===== src/rtl/core/dqr_pkg.sv =====
// Shared widths and the cell-row command for the bounded deque with remove.
// No dependencies; imported by dqr_cell, bounded_deque_with_remove_unit and the testbench.
package dqr_pkg;

  localparam int DEPTH     = 64;
  localparam int DATA_W    = 32;
  localparam int IDX_W     = $clog2(DEPTH);
  localparam int CNT_W     = $clog2(DEPTH + 1);
  localparam int MODE_W    = 3;
  localparam int POS_W     = 7;
  localparam int CNT_OUT_W = 7;
  localparam int ST_W      = 2;
  localparam int CMP_W     = (POS_W > CNT_W) ? POS_W : CNT_W;
  localparam int S_TDATA_W = ((MODE_W + DATA_W + POS_W + 7) / 8) * 8;
  localparam int M_TDATA_W = ((DATA_W + CNT_OUT_W + ST_W + 7) / 8) * 8;

  // Broadcast to every cell of the row in each cycle.
  typedef struct packed {
    logic              shl;      // each cell takes its right neighbour
    logic              shr;      // each cell takes its left neighbour
    logic              wr_en;
    logic [IDX_W-1:0]  wr_addr;
    logic [DATA_W-1:0] wr_data;
    logic [IDX_W-1:0]  rd_addr;
  } dqr_cmd_t;

endpackage


===== src/rtl/core/bounded_deque_with_remove_unit.sv =====
// Bounded deque of signed 32-bit values, DEPTH entries, held in order from the front in a
// row of cells that shift left or right together. Each request returns one result. Push,
// pop, clear, get and the unused mode register the request, then act on the cell row and
// load the result register once the output side is free. Remove rotates the row one entry
// per cycle, dropping matches and re-appending the survivors behind the unprocessed ones.
// One request is in flight at a time; a new one is accepted while the previous result
// still waits on the output side. Reset needs no clearing pass.
// Depends on dqr_pkg and dqr_cell.
module bounded_deque_with_remove_unit (
  input  logic                         clk,
  input  logic                         rst,
  input  logic                         s_tvalid,
  output logic                         s_tready,
  // mode[2:0], value[34:3], position[41:35], zero pad
  input  logic [dqr_pkg::S_TDATA_W-1:0] s_tdata,
  output logic                         m_tvalid,
  input  logic                         m_tready,
  // read_value[31:0], entry_count[38:32], status[40:39], zero pad
  output logic [dqr_pkg::M_TDATA_W-1:0] m_tdata
);
  import dqr_pkg::*;

  typedef enum logic [MODE_W-1:0] {
    OP_PUSH_BACK  = 3'd0,
    OP_PUSH_FRONT = 3'd1,
    OP_POP_BACK   = 3'd2,
    OP_POP_FRONT  = 3'd3,
    OP_REMOVE     = 3'd4,
    OP_CLEAR      = 3'd5,
    OP_GET        = 3'd6
  } op_t;

  typedef enum logic [ST_W-1:0] {
    ST_OK    = 2'd0,
    ST_EMPTY = 2'd1,
    ST_RANGE = 2'd2,
    ST_FULL  = 2'd3
  } status_t;

  typedef enum logic [1:0] {
    S_IDLE,
    S_EXEC,
    S_REMOVE
  } state_t;

  state_t                state;
  logic [MODE_W-1:0]     req_mode;
  logic [DATA_W-1:0]     req_value;
  logic [POS_W-1:0]      req_pos;
  logic [CNT_W-1:0]      count;
  logic [CNT_W-1:0]      rem_left;
  logic [CNT_W-1:0]      rem_kept;
  logic [DATA_W-1:0]     out_value;
  logic [CNT_OUT_W-1:0]  out_count;
  status_t               out_status;

  dqr_cmd_t              cmd;
  logic [DATA_W-1:0]     cell_data [DEPTH];
  logic [DATA_W-1:0]     cell_tap  [DEPTH];
  logic [DATA_W-1:0]     rd_value;
  logic                  out_free;
  logic                  full;
  logic                  empty;
  logic                  in_range;
  logic                  keep;
  logic                  load;
  logic [CNT_W-1:0]      res_count;
  logic [DATA_W-1:0]     res_value;
  status_t               res_status;

  genvar gi;
  generate
    for (gi = 0; gi < DEPTH; gi++) begin : g_cell
      logic [DATA_W-1:0] left_d;
      logic [DATA_W-1:0] right_d;
      if (gi == 0) begin : g_first
        assign left_d = '0;
      end else begin : g_mid_l
        assign left_d = cell_data[gi-1];
      end
      if (gi == DEPTH - 1) begin : g_last
        assign right_d = '0;
      end else begin : g_mid_r
        assign right_d = cell_data[gi+1];
      end
      dqr_cell u_cell (
        .clk        (clk),
        .idx        (IDX_W'(gi)),
        .cmd        (cmd),
        .left_data  (left_d),
        .right_data (right_d),
        .data       (cell_data[gi]),
        .tap        (cell_tap[gi])
      );
    end
  endgenerate

  assign s_tready = (state == S_IDLE);
  assign m_tdata  = M_TDATA_W'({out_status, out_count, out_value});

  always_comb begin
    rd_value = '0;
    for (int i = 0; i < DEPTH; i++) begin
      rd_value = rd_value | cell_tap[i];
    end
  end

  always_comb begin
    out_free   = !m_tvalid || m_tready;
    full       = (count == CNT_W'(DEPTH));
    empty      = (count == '0);
    in_range   = (CMP_W'(req_pos) < CMP_W'(count));
    keep       = (cell_data[0] != req_value);
    cmd        = '0;
    cmd.wr_data = req_value;
    cmd.rd_addr = IDX_W'(req_pos);
    load       = 1'b0;
    res_count  = count;
    res_value  = '0;
    res_status = ST_OK;
    unique case (state)
      S_EXEC: begin
        if (req_mode != OP_REMOVE) begin
          load = out_free;
        end
        case (req_mode)
          OP_PUSH_BACK: begin
            if (full) begin
              res_status = ST_FULL;
            end else begin
              cmd.wr_en   = load;
              cmd.wr_addr = count[IDX_W-1:0];
              res_count   = count + 1'b1;
            end
          end
          OP_PUSH_FRONT: begin
            if (full) begin
              res_status = ST_FULL;
            end else begin
              cmd.shr     = load;
              cmd.wr_en   = load;
              cmd.wr_addr = '0;
              res_count   = count + 1'b1;
            end
          end
          OP_POP_BACK: begin
            if (empty) begin
              res_status = ST_EMPTY;
            end else begin
              res_count = count - 1'b1;
            end
          end
          OP_POP_FRONT: begin
            if (empty) begin
              res_status = ST_EMPTY;
            end else begin
              cmd.shl   = load;
              res_count = count - 1'b1;
            end
          end
          OP_CLEAR: begin
            res_count = '0;
          end
          OP_GET: begin
            if (in_range) begin
              res_value = rd_value;
            end else begin
              res_status = ST_RANGE;
            end
          end
          default: begin
          end
        endcase
      end
      S_REMOVE: begin
        if (rem_left != '0) begin
          // Rotate the head out; re-append it behind the survivors if it stays.
          cmd.shl     = 1'b1;
          cmd.wr_en   = keep;
          cmd.wr_data = cell_data[0];
          cmd.wr_addr = IDX_W'(rem_left + rem_kept - 1'b1);
        end else begin
          load      = out_free;
          res_count = rem_kept;
        end
      end
      default: begin
      end
    endcase
  end

  always_ff @(posedge clk) begin
    if (rst) begin
      state    <= S_IDLE;
      m_tvalid <= 1'b0;
      count    <= '0;
      rem_left <= '0;
      rem_kept <= '0;
    end else begin
      unique case (state)
        S_IDLE: begin
          if (s_tvalid) begin
            req_mode  <= s_tdata[MODE_W-1:0];
            req_value <= s_tdata[MODE_W +: DATA_W];
            req_pos   <= s_tdata[MODE_W + DATA_W +: POS_W];
            state     <= S_EXEC;
          end
        end
        S_EXEC: begin
          if (req_mode == OP_REMOVE) begin
            rem_left <= count;
            rem_kept <= '0;
            state    <= S_REMOVE;
          end
        end
        S_REMOVE: begin
          if (rem_left != '0) begin
            rem_left <= rem_left - 1'b1;
            if (keep) begin
              rem_kept <= rem_kept + 1'b1;
            end
          end
        end
        default: begin
          state <= S_IDLE;
        end
      endcase
      if (load) begin
        m_tvalid   <= 1'b1;
        out_value  <= res_value;
        out_count  <= CNT_OUT_W'(res_count);
        out_status <= res_status;
        count      <= res_count;
        state      <= S_IDLE;
      end else if (m_tvalid && m_tready) begin
        m_tvalid <= 1'b0;
      end
    end
  end

`ifndef SYNTHESIS
  a_count_bound: assert property (@(posedge clk) disable iff (rst)
    count <= CNT_W'(DEPTH))
    else $error("entry count exceeds depth");

  a_remove_span: assert property (@(posedge clk) disable iff (rst)
    (state == S_REMOVE) |-> ((CNT_W + 1)'(rem_left) + (CNT_W + 1)'(rem_kept)
                             <= (CNT_W + 1)'(count)))
    else $error("remove walk exceeds stored span");

  a_result_source: assert property (@(posedge clk) disable iff (rst)
    $rose(m_tvalid) |-> ($past(state) == S_EXEC || $past(state) == S_REMOVE))
    else $error("result raised outside an active request");

  a_full_count: assert property (@(posedge clk) disable iff (rst)
    (m_tvalid && out_status == ST_FULL) |-> (out_count == CNT_OUT_W'(DEPTH)))
    else $error("push dropped while not full");

  a_empty_count: assert property (@(posedge clk) disable iff (rst)
    (m_tvalid && out_status == ST_EMPTY) |-> (out_count == '0))
    else $error("pop flagged empty with entries stored");
`endif

endmodule


===== src/rtl/core/dqr_cell.sv =====
// One cell of the deque row: holds the entry at one position from the front.
// Depends on dqr_pkg for widths and the broadcast command.
module dqr_cell (
  input  logic                      clk,
  input  logic [dqr_pkg::IDX_W-1:0]  idx,
  input  dqr_pkg::dqr_cmd_t          cmd,
  input  logic [dqr_pkg::DATA_W-1:0] left_data,
  input  logic [dqr_pkg::DATA_W-1:0] right_data,
  output logic [dqr_pkg::DATA_W-1:0] data,
  output logic [dqr_pkg::DATA_W-1:0] tap
);
  import dqr_pkg::*;

  // A direct write wins over the shift, so a push front lands in cell zero.
  always_ff @(posedge clk) begin
    if (cmd.wr_en && (cmd.wr_addr == idx)) begin
      data <= cmd.wr_data;
    end else if (cmd.shr) begin
      data <= left_data;
    end else if (cmd.shl) begin
      data <= right_data;
    end
  end

  assign tap = (cmd.rd_addr == idx) ? data : '0;

endmodule


===== config.mk =====
export PLATFORM = sky130hd
export DESIGN_NAME = bounded_deque_with_remove_unit
export DESIGN_NICKNAME = d
export VERILOG_FILES = /design/src/rtl/core/dqr_pkg.sv /design/src/rtl/core/bounded_deque_with_remove_unit.sv /design/src/rtl/core/dqr_cell.sv
export SDC_FILE = /design/constraint.sdc
export NUM_CORES = 2
export LEC_CHECK = 0
export ABC_AREA = 0
export BUFFER_PORTS_ARGS = -buffer_cell sky130_fd_sc_hd__buf_4
export CAP_MARGIN = 20
export CORE_MARGIN = 2
export CORE_UTILIZATION = 40
export CTS_CLUSTER_DIAMETER = 80
export DETAILED_ROUTE_END_ITERATION = 8
export GPL_TIMING_DRIVEN = 0
export SETUP_SLACK_MARGIN = 0.4
export SLEW_MARGIN = 30
export SYNTH_ARGS = -nofsm -noshare
export SYNTH_HDL_FRONTEND = slang
export SYNTH_HIERARCHICAL = 1
export SYNTH_SLANG_ARGS = --single-unit

===== constraint.sdc =====
create_clock -name clk -period 8.5 [get_ports clk]
set_input_delay 0.85 -clock clk [delete_from_list [all_inputs] [get_ports clk]]
set_output_delay 0.85 -clock clk [all_outputs]
set_load 0.02 [all_outputs]

# Word level (Yosys, flattened, before mapping)

Cells that the tools add are included.
W data, S select, Z words.

Register bits after elaboration: 2155
Bits of input ports: 52
Output and inout port bits: 50
Logic and storage cells: 728

Add/subtract/negate cells: 6
Order comparisons: 1
Equality and inequality tests: 141
Mux-type cells: 292
Bitwise operators: 65
Reduce and logical (&&, ||, !) cells: 148

Operator list:

| kind                  | number |
|---|---|
| $mux W32              | 257 |
| $or A32 B32 Y32       | 63 |
| $eq A6 B6 Y1 const B  | 64 |
| $eq A6 B5 Y1 const B  | 32 |
| $reduce_bool A3 Y1    | 64 |
| $eq A6 B4 Y1 const B  | 16 |
| $pmux W7 S2           | 5 |
| $logic_and A1 B1 Y1   | 65 |
| $mux W7               | 9 |
| $eq A6 B3 Y1 const B  | 8 |
| $mux W39              | 1 |
| $ne A32 B32 Y1        | 1 |
| $eq A6 B2 Y1 const B  | 4 |
| $pmux W7 S3           | 1 |
| $add A7 B1 Y7 const B | 2 |
| $sub A7 B1 Y7 const B | 2 |
| $eq A6 B1 Y1 const B  | 2 |
| $logic_not A6 Y1      | 2 |
| $pmux W2 S3           | 2 |
| $reduce_and A3 Y1     | 4 |
| $mux W1               | 10 |
| $eq A3 B3 Y1 const B  | 3 |
| $mux W2               | 4 |
| $mux W8               | 1 |
| 22 further kinds      | 31 |

# Longest topological paths before layout

Depth in word-level cells: 65
Depth in mapped cells: 14
Mapped depth without buffers: 13

# Cells and area by module

The synthesis kept the hierarchy.

Modules (own cells, without submodules):

| module                         | instances | cells an instance | area an instance (um^2) | sequential area each (um^2) |
|---|---|---|---|---|
| dqr_cell                       | 64        | 155               | 2093.3                  | 960.9 |
| bounded_deque_with_remove_unit | 1         | 1263              | 9984.6                  | 2972.9 |

# Worst setup path after synthesis

OpenSTA, ideal clock, no wires.

Kind: flip-flop to flip-flop
From: reg rem_left[1]
To: reg g_cell[32].u_cell/data[0] in the netlist's numbering (enable)
Library setup time: 0.390 ns
Arrival: 8.061 ns
Required time: 8.110 ns
Path slack: 0.049 ns
Stages on the path, launching flop included: 15
Buffers on the path: 1
Clock period less this slack: 8.451 ns
Path through: dfxtp_1 -> inv_1 -> ha_1 -> inv_1 -> ha_1 -> fa_1 -> a21o_1 -> a21oi_1 -> xnor2_1 -> nand2_1 -> a21oi_1 -> xor2_1 -> nor4_4 -> buf_6 -> or3_1

RTL lines:

| element                  | line                                  | source |
|---|---|---|
| start: declaration       | bounded_deque_with_remove_unit.sv:51  | `logic [CNT_W-1:0] rem_left;` |
| start signal: assignment | bounded_deque_with_remove_unit.sv:211 | `rem_left <= count;` |
| start signal: assignment | bounded_deque_with_remove_unit.sv:218 | `rem_left <= rem_left - 1'b1;` |
| end signal: assignment   | dqr_cell.sv:17                        | `data <= cmd.wr_data;` |
| end signal: assignment   | dqr_cell.sv:19                        | `data <= left_data;` |
| end signal: assignment   | dqr_cell.sv:21                        | `data <= right_data;` |
| end: declaration         | dqr_cell.sv:9                         | `output logic [dqr_pkg::DATA_W-1:0] data,` |

==> flow_metrics.tcl <==
set metrics [dict create \
    max_freq_mhz 178 \
    grt_usage_pct 27.9 \
    via_count 98500 \
    async_flop_share_pct 0 \
    clkLatencyLatePin_ns 0.96 \
    yosysTopAreaCellShare_pct 44.5 \
    tightest_slew_ns 1.19 \
    fin_crit_sh_pct 66.0 \
    min_path_type "input pin to register" \
    highest_layer "met5" \
    stdcell_count 17600 \
    synthFlopType "edfxtp_1" \
    rr_endpoint "g_cell[22].u_cell/data[18]" \
    grt_max_degree 65 \
    power_frac_clock_pct 33.9 \
    cpMostUsedCell "buf_16" \
    worstRegToRegCells 15 \
    ctsRootBufferMaster "clkbuf_16" \
    fp.dieArea_um2 365000 \
    ff2ff_setup_slack_ns 2.89 \
    p_int_uw 23000 \
    cts_hold_buf 0 \
    first_pass_iters 5 \
    syn_avg_cell_area_um2 12.9 \
    gr-total-overflow 0 \
    dieHeight_um 604 \
    wl_per_cell_um 29.6 \
    dp_hpwl_um 423000 \
    p_sw_uw 10700 \
    port_buffers 88 \
    setup_viol 0 \
    maxCapViolations 0 \
    hold_viol_final 0 \
    drive_gt1_share_pct 40.8 \
    synth_top_area_cell "edfxtp_1" \
    clk_pin_slew_ns 0.06 \
    arrival_ns 6.31 \
    wl_met1_um 224000 \
    fin_ws_ns 2.89 \
    layout_min_cycle_time_ns 5.61 \
    ys_ff_latch 2155 \
    cpPeakStageDelay_ns 0.90 \
    yosysWarnings 6 \
    io_pins 102 \
    fp.dieW_um 604 \
    endpoint "g_cell[22].u_cell/data[18]" \
    wl_um 523000 \
    drc 0 \
    start_util_pct 40.1 \
    cts_buffers 272 \
    cts_resized 0 \
    fin_hold_ws_ns 0.0860 \
    yosysSeqAreaShare_pct 44.8 \
    fin_skew_ns 0.0573 \
    reg2reg_from "req_value[14]" \
    dpl_cell_area_um2 159000 \
    seq_power_share_pct 42.1 \
    p_leak_uw 0.0576 \
    netlist_instances 11200 \
    ys_types 63 \
    clk_path_buf_depth 4 \
    critPathBufInv 6 \
    met3WireLength_um 30400 \
    slew_headroom_pct 20.4 \
    cp_num_cells 15 \
    critPathRequiredTime_ns 9.20 \
    met2_length_um 241000 \
    vias_per_cell 5.58 \
    cts_max_level 5 \
    final_max_slew_viol_count 0 \
    swShare_pct 31.7 \
    final_nets 12700 \
    crit_chain "xnor2_1, nand4_1, nor4_1, a21oi_1, a21oi_1, nor2_4, buf_16, buf_16, buf_16, nand4_1, nor4_4, buf_4, buf_6, or3_2, buf_16" \
    core_area_um2 359000 \
    status "finished clean" \
    fin_area_um2 168000 \
    dp.cells 17100 \
    ir_drop_v 0.000174 \
    place_ws_ns 2.97 \
    crit_path_start_kind "register" \
    area_delta_synth_final_pct 16.7 \
    fillers 31900 \
    antenna_found_initial 29 \
    gp_congestion 1.03 \
    crit_start "req_value[14]" \
    drtAntennaViolNets 0 \
    grt_pass1_vias 98100 \
    grt_pass1_wl_um 737000 \
    synth_edf_count 2131 \
    cts_tree "yes" \
    critPathTopFamily "simple AND/OR/NAND/NOR gates" \
    crit_type "register to register" \
    cellPowerDensity_nw_per_um2 201 \
    cpMaxStageDelayCell "nor4_1" \
    post_cts_buffers 0 \
    rows 220 \
    end_kind "register" \
    final_common_cell "mux2_2" \
    rsz0062_at_grt "false" \
    cp_max_fo 20 \
    comb_power_share_pct 24.0 \
    cts_sinks 2155 \
    drt_iter0_markers 8955 \
    synthTopCellsByArea "edfxtp_1 44%, mux2_2 31%, and2_1 8.9%" \
    syn-cell-area_um2 144000 \
    final_cell_mix "3,968 x mux2_2, 2,131 x edfxtp_1, 2,048 x and2_1" \
    finalSetupTns_ns 0 \
]
Yosys cell counts, types with 34 or more instances:
cell type and count:
xor2_1 322, nand2_1 125, clkbuf_1 400, xnor2_1 486, mux2_2 3968, or3_1 65
buf_6 192, nor4_1 548, edfxtp_1 2131, buf_2 72, nand4_1 273, nor2_1 53
nor4_4 65, and2_1 2048, inv_1 34, mux2_1 128, nor3_1 71
power by group through the flow:
stage                     Clock (uW)  Combinational, uW  Sequential [uW]
after CTS                      11600               7950            14200
after detailed placement           0               7920            14400
final                          11400               8080            14200
after floorplan                    0               4630            13900
after global routing           12000               8490            14300
after global placement             0               6810            14500
metal layers:
layer	track usage, %	up-vias
met5	0	-
met4	12.9	4
met3	3.17	810
met2	44.9	3449
met1	37.5	50400
li1	-	43900
cell type report:
class                      instances  area (um2)  area share, %
antenna                           13        32.5         0.0194
multi-input combinational       9157       79400           47.3
sequential                      2155       64500           38.4
inverter                          35         131         0.0782
clock inverter                   145        1290          0.766
timing repair buffer             353        5390           3.21
buffer                           673        4090           2.44
clock buffer                     344        7190           4.28
tap                             4773        5970           3.56
worst min path at each step:
stage	start	end	slack, ns	depth (start not counted)
after floorplan	rem_kept[6]	rem_kept[6]	0.45	2
after global placement	rem_kept[6]	rem_kept[6]	0.47	2
after detailed placement	rem_kept[6]	rem_kept[6]	0.49	2
after CTS	s_tdata[33]	req_value[30]	0.02	1
after global routing	s_tdata[33]	req_value[30]	0.05	1
final	s_tdata[33]	req_value[30]	0.09	1
cell families (layout without fill, tap and decap cells):
group | count (synthesis) | count (layout) | share of synthesized area (%)
other cells | 2 | 852 | 0.00522
compound gates | 99 | 99 | 0.464
mux | 4101 | 4101 | 32.1
flops | 2155 | 2155 | 44.8
fa+ha+maj | 25 | 25 | 0.223
xor+xnor | 808 | 808 | 4.92
buf+inv | 708 | 1550 | 2.93
simple gates | 3285 | 3285 | 14.6
per-stage QoR:
stage,util (%),power [uW]
after floorplan,-,18500
after global placement,42.9,21300
after detailed placement,44.5,22300
after CTS,46.8,33800
after global routing,46.8,34700
final,46.8,33700
sequential cells by signal, indices dropped and copies added, names as in the netlist:
register / count
count: 7
out_count: 7
out_value: 32
rem_left: 7
req_value: 32
state: 2
req_pos: 7
g_cell.u_cell/data: 2048
rem_kept: 7
out_status: 2
m_tvalid: 1
req_mode: 3
Note: power is estimated with default switching activity, not from simulation.
